`config.mk`:
```
export PLATFORM = sky130hd
export DESIGN_NAME = pulse_width_remote_code_decoder
export DESIGN_NICKNAME = d
export VERILOG_FILES = /design/src/pwrcd_pkg.sv /design/src/pwrcd_window.sv /design/src/pulse_width_remote_code_decoder.sv
export SDC_FILE = /design/constraint.sdc
export NUM_CORES = 1
export LEC_CHECK = 0
export ABC_AREA = 1
export BUFFER_PORTS_ARGS = -buffer_cell sky130_fd_sc_hd__clkbuf_2
export CAP_MARGIN = 10
export CORE_MARGIN = 2
export CORE_UTILIZATION = 53
export CTS_CLUSTER_DIAMETER = 40
export DETAILED_ROUTE_END_ITERATION = 10
export GPL_TIMING_DRIVEN = 0
export PLACE_DENSITY = 0.72
export SYNTH_ARGS = -nofsm -noshare
export SYNTH_HDL_FRONTEND = slang
export SYNTH_SLANG_ARGS = --single-unit
export TNS_END_PERCENT = 1
```
`constraint.sdc`:
```
create_clock -name clk -period 4.3 [get_ports clk]
set_input_delay 0.215 -clock clk [delete_from_list [all_inputs] [get_ports clk]]
set_output_delay 0.215 -clock clk [all_outputs]
set_load 0.05 [all_outputs]
```
`src/pwrcd_pkg.sv`:
```
// types, register indexes and constants of the pulse width remote code decoder
package pwrcd_pkg;

  // field widths
  localparam int DUR_W  = 15;
  localparam int CODE_W = 24;
  localparam int IDX_W  = 3;

  // default sizes
  localparam int CAPTURE_DEPTH_DEF = 128;
  localparam int CODE_BITS_DEF     = 24;

  // capture phases
  localparam logic [1:0] PH_HUNT = 2'd0;
  localparam logic [1:0] PH_DATA = 2'd1;
  localparam logic [1:0] PH_DONE = 2'd2;
  localparam logic [1:0] PH_FAIL = 2'd3;

  // register indexes
  localparam logic [IDX_W-1:0] REG_RX_ENABLE     = 3'd0;
  localparam logic [IDX_W-1:0] REG_EXPECTED_CODE = 3'd1;
  localparam logic [IDX_W-1:0] REG_SHORT_MIN     = 3'd2;
  localparam logic [IDX_W-1:0] REG_SHORT_MAX     = 3'd3;
  localparam logic [IDX_W-1:0] REG_LONG_MIN      = 3'd4;
  localparam logic [IDX_W-1:0] REG_LONG_MAX      = 3'd5;
  localparam logic [IDX_W-1:0] REG_SYNC_MIN      = 3'd6;
  localparam logic [IDX_W-1:0] REG_SYNC_MAX      = 3'd7;

  // register reset values
  localparam logic [DUR_W-1:0] SHORT_MIN_RST = 15'd245;
  localparam logic [DUR_W-1:0] SHORT_MAX_RST = 15'd455;
  localparam logic [DUR_W-1:0] LONG_MIN_RST  = 15'd735;
  localparam logic [DUR_W-1:0] LONG_MAX_RST  = 15'd1365;
  localparam logic [DUR_W-1:0] SYNC_MIN_RST  = 15'd7595;
  localparam logic [DUR_W-1:0] SYNC_MAX_RST  = 15'd14105;

  // one captured pulse
  typedef struct packed {
    logic [DUR_W-1:0] duration;
    logic             level;
    logic             last;
  } pwrcd_in_t;

  // one capture result
  typedef struct packed {
    logic [CODE_W-1:0] code;
    logic              decoded;
    logic              trigger;
  } pwrcd_out_t;

  // tolerance window bounds
  typedef struct packed {
    logic [DUR_W-1:0] short_min;
    logic [DUR_W-1:0] short_max;
    logic [DUR_W-1:0] long_min;
    logic [DUR_W-1:0] long_max;
    logic [DUR_W-1:0] sync_min;
    logic [DUR_W-1:0] sync_max;
  } pwrcd_bounds_t;

  // window hits for one duration
  typedef struct packed {
    logic is_short;
    logic is_long;
    logic is_sync;
  } pwrcd_class_t;

endpackage

```
`src/pwrcd_window.sv`:
```
// classifies one pulse duration against the short, long and sync windows
module pwrcd_window (
  input  logic [pwrcd_pkg::DUR_W-1:0] duration,
  input  pwrcd_pkg::pwrcd_bounds_t    bounds,
  output pwrcd_pkg::pwrcd_class_t     cls
);

  // inclusive compares, a crossed window never hits
  assign cls.is_short = (duration >= bounds.short_min) && (duration <= bounds.short_max);
  assign cls.is_long  = (duration >= bounds.long_min)  && (duration <= bounds.long_max);
  assign cls.is_sync  = (duration >= bounds.sync_min)  && (duration <= bounds.sync_max);

endmodule

```
`src/pulse_width_remote_code_decoder.sv`:
```
// top level: pulse width remote code decoder, sync hunt and pair decode
//
//   port group   dir   handshake              word
//   in_*         in    in_valid / in_ready    pwrcd_in_t  (duration, level, last)
//   out_*        out   out_valid / out_ready  pwrcd_out_t (code, decoded, trigger)
//   cfg_*        in    cfg_wr_en only         cfg_index, cfg_wdata
//
// one pulse per cycle unless the input side stalls: a pulse word is held in the
// input register, the window compares and the capture state update run while it
// is there, and a pulse marked last loads the result register. out_valid rises
// when the last pulse leaves the input register. the input side stalls only when a
// last pulse waits in the input register behind a result that has not been
// taken. reset (rst, synchronous) clears the capture state and loads the
// register defaults.
module pulse_width_remote_code_decoder #(
  parameter int CAPTURE_DEPTH = pwrcd_pkg::CAPTURE_DEPTH_DEF,
  parameter int CODE_BITS     = pwrcd_pkg::CODE_BITS_DEF
) (
  input  logic                         clk,
  input  logic                         rst,
  input  logic                         in_valid,
  output logic                         in_ready,
  input  pwrcd_pkg::pwrcd_in_t         in_word,
  output logic                         out_valid,
  input  logic                         out_ready,
  output pwrcd_pkg::pwrcd_out_t        out_word,
  input  logic                         cfg_wr_en,
  input  logic [pwrcd_pkg::IDX_W-1:0]  cfg_index,
  input  logic [pwrcd_pkg::CODE_W-1:0] cfg_wdata
);

  localparam int CntW  = $clog2(CAPTURE_DEPTH + 1);
  localparam int BitsW = $clog2(CODE_BITS + 1);
  localparam int PadW  = (CODE_BITS > pwrcd_pkg::CODE_W) ? CODE_BITS : pwrcd_pkg::CODE_W;

  // configuration registers
  logic                         rx_enable;
  logic [pwrcd_pkg::CODE_W-1:0] expected_code;
  pwrcd_pkg::pwrcd_bounds_t     bounds;

  // input register
  logic                 s1_valid;
  pwrcd_pkg::pwrcd_in_t s1_word;
  logic                 advance;

  // capture state
  logic [1:0]                  phase, phase_next;
  logic [pwrcd_pkg::DUR_W-1:0] prev_duration, prev_duration_next;
  logic                        prev_level, prev_level_next;
  logic                        prev_valid, prev_valid_next;
  logic                        half_bit, half_bit_next;
  logic [BitsW-1:0]            bits_done, bits_done_next;
  logic [CODE_BITS-1:0]        shift_value, shift_value_next;
  logic [CntW-1:0]             pulse_count, pulse_count_next;

  // window hits and result
  pwrcd_pkg::pwrcd_class_t      cur_cls, prev_cls;
  logic                         counting;
  logic                         pair_zero, pair_one;
  logic [PadW-1:0]              padded;
  logic                         ok;
  logic [pwrcd_pkg::CODE_W-1:0] res_code;
  pwrcd_pkg::pwrcd_out_t        result;

  // configuration writes
  always_ff @(posedge clk) begin
    if (rst) begin
      rx_enable        <= 1'b1;
      expected_code    <= '0;
      bounds.short_min <= pwrcd_pkg::SHORT_MIN_RST;
      bounds.short_max <= pwrcd_pkg::SHORT_MAX_RST;
      bounds.long_min  <= pwrcd_pkg::LONG_MIN_RST;
      bounds.long_max  <= pwrcd_pkg::LONG_MAX_RST;
      bounds.sync_min  <= pwrcd_pkg::SYNC_MIN_RST;
      bounds.sync_max  <= pwrcd_pkg::SYNC_MAX_RST;
    end else if (cfg_wr_en) begin
      unique case (cfg_index)
        pwrcd_pkg::REG_RX_ENABLE:     rx_enable        <= cfg_wdata[0];
        pwrcd_pkg::REG_EXPECTED_CODE: expected_code    <= cfg_wdata;
        pwrcd_pkg::REG_SHORT_MIN:     bounds.short_min <= cfg_wdata[pwrcd_pkg::DUR_W-1:0];
        pwrcd_pkg::REG_SHORT_MAX:     bounds.short_max <= cfg_wdata[pwrcd_pkg::DUR_W-1:0];
        pwrcd_pkg::REG_LONG_MIN:      bounds.long_min  <= cfg_wdata[pwrcd_pkg::DUR_W-1:0];
        pwrcd_pkg::REG_LONG_MAX:      bounds.long_max  <= cfg_wdata[pwrcd_pkg::DUR_W-1:0];
        pwrcd_pkg::REG_SYNC_MIN:      bounds.sync_min  <= cfg_wdata[pwrcd_pkg::DUR_W-1:0];
        pwrcd_pkg::REG_SYNC_MAX:      bounds.sync_max  <= cfg_wdata[pwrcd_pkg::DUR_W-1:0];
        default: ;
      endcase
    end
  end

  // handshake: a pulse without last never waits on the output side
  assign advance  = s1_valid && (!s1_word.last || !out_valid || out_ready);
  assign in_ready = !s1_valid || advance;

  // input register
  always_ff @(posedge clk) begin
    if (rst) begin
      s1_valid <= 1'b0;
    end else begin
      s1_valid <= (in_valid && in_ready) || (s1_valid && !advance);
    end
    if (in_valid && in_ready) begin
      s1_word <= in_word;
    end
  end

  // window compares on the current and the held pulse
  pwrcd_window u_cur_window (
    .duration (s1_word.duration),
    .bounds   (bounds),
    .cls      (cur_cls)
  );

  pwrcd_window u_prev_window (
    .duration (prev_duration),
    .bounds   (bounds),
    .cls      (prev_cls)
  );

  // pair decode
  assign counting  = pulse_count < CntW'(CAPTURE_DEPTH);
  assign pair_zero = prev_cls.is_short && cur_cls.is_long;
  assign pair_one  = prev_cls.is_long && cur_cls.is_short;

  // capture state update for the pulse in the input register
  always_comb begin
    phase_next         = phase;
    prev_duration_next = prev_duration;
    prev_level_next    = prev_level;
    prev_valid_next    = prev_valid;
    half_bit_next      = half_bit;
    bits_done_next     = bits_done;
    shift_value_next   = shift_value;
    pulse_count_next   = pulse_count;
    if (counting) begin
      pulse_count_next = pulse_count + 1'b1;
      unique case (phase)
        pwrcd_pkg::PH_HUNT: begin
          if (prev_valid && prev_level && prev_cls.is_short &&
              !s1_word.level && cur_cls.is_sync) begin
            phase_next       = pwrcd_pkg::PH_DATA;
            half_bit_next    = 1'b0;
            bits_done_next   = '0;
            shift_value_next = '0;
            prev_valid_next  = 1'b0;
          end else begin
            prev_duration_next = s1_word.duration;
            prev_level_next    = s1_word.level;
            prev_valid_next    = 1'b1;
          end
        end
        pwrcd_pkg::PH_DATA: begin
          if (!half_bit) begin
            prev_duration_next = s1_word.duration;
            prev_level_next    = s1_word.level;
            half_bit_next      = 1'b1;
          end else begin
            half_bit_next = 1'b0;
            if (pair_zero || pair_one) begin
              shift_value_next = CODE_BITS'({shift_value, pair_one});
              bits_done_next   = bits_done + 1'b1;
              if (bits_done_next == BitsW'(CODE_BITS)) begin
                phase_next = pwrcd_pkg::PH_DONE;
              end
            end else begin
              phase_next = pwrcd_pkg::PH_FAIL;
            end
          end
        end
        pwrcd_pkg::PH_DONE: ;
        pwrcd_pkg::PH_FAIL: ;
      endcase
    end
  end

  // result word for a pulse marked last
  assign padded          = PadW'(shift_value_next);
  assign ok              = (phase_next == pwrcd_pkg::PH_DONE) && (shift_value_next != '0);
  assign res_code        = ok ? padded[pwrcd_pkg::CODE_W-1:0] : '0;
  assign result.code     = res_code;
  assign result.decoded  = ok;
  assign result.trigger  = rx_enable && (res_code == expected_code);

  // capture state registers, cleared at the end of each capture
  always_ff @(posedge clk) begin
    if (rst || (advance && s1_word.last)) begin
      phase         <= pwrcd_pkg::PH_HUNT;
      prev_duration <= '0;
      prev_level    <= 1'b0;
      prev_valid    <= 1'b0;
      half_bit      <= 1'b0;
      bits_done     <= '0;
      shift_value   <= '0;
      pulse_count   <= '0;
    end else if (advance) begin
      phase         <= phase_next;
      prev_duration <= prev_duration_next;
      prev_level    <= prev_level_next;
      prev_valid    <= prev_valid_next;
      half_bit      <= half_bit_next;
      bits_done     <= bits_done_next;
      shift_value   <= shift_value_next;
      pulse_count   <= pulse_count_next;
    end
  end

  // result register
  always_ff @(posedge clk) begin
    if (rst) begin
      out_valid <= 1'b0;
    end else if (advance && s1_word.last) begin
      out_valid <= 1'b1;
    end else if (out_ready) begin
      out_valid <= 1'b0;
    end
    if (advance && s1_word.last) begin
      out_word <= result;
    end
  end

endmodule

```
Yosys cells after proc, flatten, opt, wreduce, memory -nomap -nowiden --
Cells that the tools add are included. Widths: inputs -> output; s select.
Operators by class: mux-type cells 28, add/subtract/negate cells 2, magnitude comparators 11, equality and inequality tests 16, reduce and logical (&&, ||, !) cells 46
Operator list (count):
- $mux 24 | 5
- $ge 15x15->1 | 5
- $le 15x15->1 | 5
- $pmux 24 s2 | 1
- $mux 15 | 2
- $pmux 15 s2 | 1
- $eq 24x24->1 | 1
- $reduce_bool 24->1 | 1
- $reduce_and 2->1 | 9
- $logic_and 1x1->1 | 17
- $mux 5 | 3
- $eq 3x3->1 const B | 4
- $mux 2 | 5
- $ne 2x2->1 const B | 5
- $pmux 5 s2 | 1
- $add 8x1->8 const B | 1
- $lt 8x8->1 const B | 1
- $mux 1 | 7
- $eq 3x2->1 const B | 2
- $logic_or 1x1->1 | 6
- $reduce_and 6->1 | 1
- $add 5x1->5 const B | 1
- $eq 5x5->1 const B | 1
- $logic_not 1->1 | 5
- 11 further kinds | 13
Word-level totals: word-level logic and storage cells 127, input bits 49, output and inout port bits 28, register bits after elaboration 217

Depth between registers and ports, before layout --
depth in word-level cells 13, gate-level depth with buffers 33, mapped depth without buffers 31

By module --
A second synthesis with hierarchy kept.
Unflattened totals: cell total of the unflattened synthesis 2062, area total of the unflattened synthesis 13975.9 µm²
By module, submodules not included:
- pulse_width_remote_code_decoder | area an instance 8938.6 µm², seq. area each 4774.6 µm², times used 1, cells each 1190
- pwrcd_window | area an instance 2518.7 µm², seq. area each 0.0 µm², times used 2, cells each 436

Worst setup path after synthesis --
OpenSTA, ideal clock, no wires.
path type reg2reg, from register s1_word[12] (netlist name), to register out_word[0] (netlist name), data pin, arrival time 2.884 ns, clock period less this slack 3.135 ns, required time 4.049 ns, stages on the path, launching flop included 29, path buffers 2, setup slack 1.165 ns, library setup time 0.251 ns, cell sequence edfxtp_1 -> ha_1 -> nand2_1 -> inv_1 -> nand3_1 -> nor3_1 -> nand2_1 -> nand3_1 -> nand2_1 -> nor2_4 -> nor2_2 -> nor2_4 -> nand2_4 -> buf_6 -> nand2_1 -> nand2_1 -> nor2_1 -> nand2_1 -> nor2_2 -> nand3_4 -> buf_4 -> nand3_1 -> nand2_1 -> nand2_1 -> inv_1 -> nand2_1 -> nor2_1 -> nand3_1 -> nor2_1
RTL lines:
- start: declaration | line pulse_width_remote_code_decoder.sv:43 | pwrcd_pkg::pwrcd_in_t s1_word;
- start signal: assignment | line pulse_width_remote_code_decoder.sv:103 | s1_word <= in_word;
- end signal: assignment | line pulse_width_remote_code_decoder.sv:217 | out_word <= result;
- end: declaration | line pulse_width_remote_code_decoder.sv:26 | output pwrcd_pkg::pwrcd_out_t out_word,

Worst setup path after layout --
from register s1_word[8] (netlist name), to register prev_duration[7] (netlist name)
On the way: word-level cells in the longest chain between the ends 5, elaborated cells on any way between the ends 6, those cells by class order compare (2); eq/ne (1); reduce/logical (3)
RTL lines:
- $ge 15x15->1 or $le 15x15->1 (tied branches) | line pwrcd_window.sv:11 | assign cls.is_sync = (duration >= bounds.sync_min) && (duration <= bounds.sync_max);
- $logic_and 1x1->1 (*) | line pwrcd_window.sv:11
- $logic_and 1x1->1 (*) | line pulse_width_remote_code_decoder.sv:140 | !s1_word.level && cur_cls.is_sync) begin
- $ne 2x2->1 (no source line) (*)
- $reduce_and 5->1 (no source line) (*)
- end signal: assignment | line pulse_width_remote_code_decoder.sv:197 | prev_duration <= prev_duration_next;
- end: declaration | line pulse_width_remote_code_decoder.sv:48 | logic [pwrcd_pkg::DUR_W-1:0] prev_duration, prev_duration_next;
Mark *: on every way between the ends. The rest lies on a longest branch, timed or not. A chain may end at the register's enable or synchronous reset.

==> results.md <==
- Fin Hold WS: 0.00496 ns
- Slew Limit Fails: 0
- Initial antenna violation count: 0
- Sequential area share after synthesis: 0.378
- Max-cap check violation count: 0
- Port Buf Inserts: 74
- GP Congestion: 0.928
- Clk_skew: 0.0265 ns
- Outcome: complete, no violations
- Total grt overflow: 0
- Syn Area/Cell: 7.35 um2
- # fillers: 2131
- Maximum vdd drop: 0.000331 V
- Worst Path Required: 4.68 ns
- Share of cells above drive strength 1: 0.0943
- Worst setup path endpoint: prev_duration[7]
- Max Clock Freq: 0.234 GHz
- CP endpoint kind: register
- PwrDens: 389 nW/um2
- Routed vias/inst: 5.38
- TritonCTS clock tree: built
- Cells after Synth: 1718
- Slew @ Worst Pin: 1.29 ns
- Rel. slew slack: 0.137
- Die H: 158 um
- Diode count: 0
- Placed Cells: 2111
- Setup violators final: 0
- Antenna Nets Post-Route: 0
- Yosys warns: 0
- FF-to-FF setup slack: 0.02 ns
- Main synth FF type: dfxtp_1
- Setup CP Type: reg -> reg
- WL final: 36100 um
- Placed Area: 13400 um2
- Worst Path Arrival: 4.66 ns
- Synth area leaders: dfxtp_1 (28%), ha_1 (15%), nand2_1 (12%)
- Tmin final: 4.28 ns
- Post-Layout Inst Area: 14900 um2
- Capture point of the worst reg-to-reg path: prev_duration[7]
- Reg2Reg Launch Point: s1_word[8]
- Die Width: 158 um
- NumNets Final: 2063
- Fin cells: 2207
- Std cell rows: 56
- Largest net degree at the start of global routing: 28
- CTS Root Cell: clkbuf_16
- Drt wl/cell: 16.4 um
- Yosys top cell by area: dfxtp_1
- Post-DP HPWL: 27100 um
- Final Util: 0.634
- Tcrit/Tclk final: 0.995
- P_leak: 7.32 nW
- CTS sink count: 217
- CTS Buffer Depth: 3
- Total CTS buffers: 36
- Post-synthesis register bit count: 217
- Number of synthesized flops with an enable pin: 43
- Hold Crit Class: in -> reg
- Top-area cell type share of the netlist area: 0.276
- Synth Cell Area: 12600 um2
- H-Tree Depth: 2
- Async SR Flop Fraction: 0
- Area growth from synthesis to layout: 17.9%
- Post-route setup slack: 0.0208 ns
- Core ar.: 23500 um2
- DRT iter0 DRCs: 664
- Initial core utilization: 0.538
- Drc violations: 0
- Critical path startpoint: s1_word[8]
- First-pass GRT wire length: 56700 um
- Unique masters post-synth: 37
- Clock Pin Slew Worst Setup and Hold Paths: 0.05 ns
- Reg2reg path depth: 17
- GRT Overall Usage: 0.293
- First-pass iteration count of the detailed router: 7
- Syn_nets: 1919
- Total number of vias: 11900
- Skew-Pair Late Insertion Delay: 0.51 ns
- RSZ-0062 raised after global routing: true
- CP startpoint kind: register
- CP max FO: 10
- Die area: 25100 um2
- Final Hold Viols: 0
- Place WS: 0.0818 ns
- IO Pins: 77
- Vias in the first global route: 11200
-- layout by cell type, fill, tap and decap left out, types with 4 or more instances in the layout --
cell,Yosys,layout
edfxtp_1,43,43
clkbuf_16,0,38
clkinv_1,2,5
a21o_1,7,7
nand3_1,65,65
dfxtp_1,174,174
clkbuf_8,0,4
o211ai_1,34,34
inv_2,5,5
nand4_1,38,38
nand2_1,400,399
a21oi_1,158,157
buf_4,1,13
clkinv_2,0,6
nor2_1,161,160
inv_1,249,249
ha_1,152,152
clkbuf_1,42,45
o21ai_0,129,129
dlygate4sd3_1,0,20
clkbuf_2,0,76
nand3b_1,6,6
nor3_1,8,8
nor2_2,6,7
-- metrics by stage --
step | total power, W | setup TNS (ns)
final | 0.00580 | 0
after global routing | 0.00601 | -0.163
after CTS | 0.00580 | 0
after detailed placement | 0.00299 | 0
after global placement | 0.00296 | 0
after floorplan | 0.00275 | 0
-- cells in the mapped netlist, types with 2 or more instances --
cell	instances
and3_1	3
o211ai_1	34
nor2_1	161
o21ai_0	129
clkbuf_1	42
nand3_2	3
ha_1	152
nand3b_1	6
nand4_1	38
a211oi_1	3
nor3_1	8
buf_6	3
nor2_2	6
inv_2	5
edfxtp_1	43
xnor2_1	2
a21o_1	7
dfxtp_1	174
nand3_1	65
and2_1	3
buf_1	5
nand2_2	2
nand2_1	400
a21oi_1	158
nor2_4	3
clkinv_1	2
buf_2	3
inv_1	249
-- worst max-delay path: stages, from the launching register on --
cell	delay, ns
edfxtp_1	0.55
ha_1	0.37
nand2_1	0.07
nor2_1	0.20
nand2_1	0.11
nand2_1	0.09
nand2_1	0.05
nand2_1	0.05
nand2_1	0.06
nand2_1	0.20
nor2_4	0.09
nor2_2	0.17
o21ai_0	0.13
nor3_1	0.99
inv_1	0.42
clkbuf_1	0.38
nor2_1	0.17
nor2_1	0.06
-- logic make-up after synthesis --
family | count (synthesis) | share of synthesized area
compound gates | 334 | 0.141
simple gates | 702 | 0.234
buf+inv | 310 | 0.0945
flops | 217 | 0.378
xor+xnor | 3 | 0.00208
fa+ha+maj | 152 | 0.151
-- registers in the layout, indices dropped and copies added (netlist names) --
name	cells
bounds	90
out_word	26
expected_code	24
shift_value	24
s1_word	17
prev_duration	15
pulse_count	8
bits_done	5
phase	2
half_bit	1
out_valid	1
prev_level	1
prev_valid	1
rx_enable	1
s1_valid	1
-- metal layers --
layer / vias up / routed length [um] / GRT usage
met5: - / 0 / 0
met4: 0 / 2060 / 0.155
met3: 127 / 1710 / 0.0373
met2: 355 / 17500 / 0.527
met1: 5441 / 14800 / 0.340
li1: 5951 / - / -
-- repair_timing --
| item | in CTS | in global routing |
|---|---|---|
| endpoints found under the setup margin | 0 | 11 |
| hold buffers | 20 | 0 |
| buffers inserted | 0 | 12 |
| hold endpoints to repair | 20 | 0 |
| resized for setup | 0 | 5 |
-- worst min path at each step --
| stage | startpoint | to | cells past startpoint |
|---|---|---|---|
| global route | cfg_wdata[17] | expected_code[17] | 3 |
| global placement | in_word[5] | s1_word[5] | 1 |
| CTS | cfg_wdata[20] | expected_code[20] | 3 |
| detailed placement | in_word[6] | s1_word[6] | 1 |
| finish | cfg_wdata[16] | expected_code[16] | 3 |
| floorplan | in_word[0] | s1_word[0] | 0 |
-- final cells by class --
type / instances / area, um2 / area share
clock buffer: 45 / 1020 / 0.0683
multi-input combinational: 1191 / 6680 / 0.448
tap: 319 / 399 / 0.0268
inverter: 256 / 961 / 0.0645
buffer: 54 / 235 / 0.0158
sequential: 217 / 4770 / 0.321
timing repair buffer: 106 / 661 / 0.0444
clock inverter: 19 / 168 / 0.0113
-- report_power, final --
group          internal [W]  switching, W  total [W]
Sequential          0.00216     0.0000611    0.00222
Combinational      0.000262      0.000504   0.000766
Clock               0.00180       0.00101    0.00281
Power figures use the tool's default switching activity.
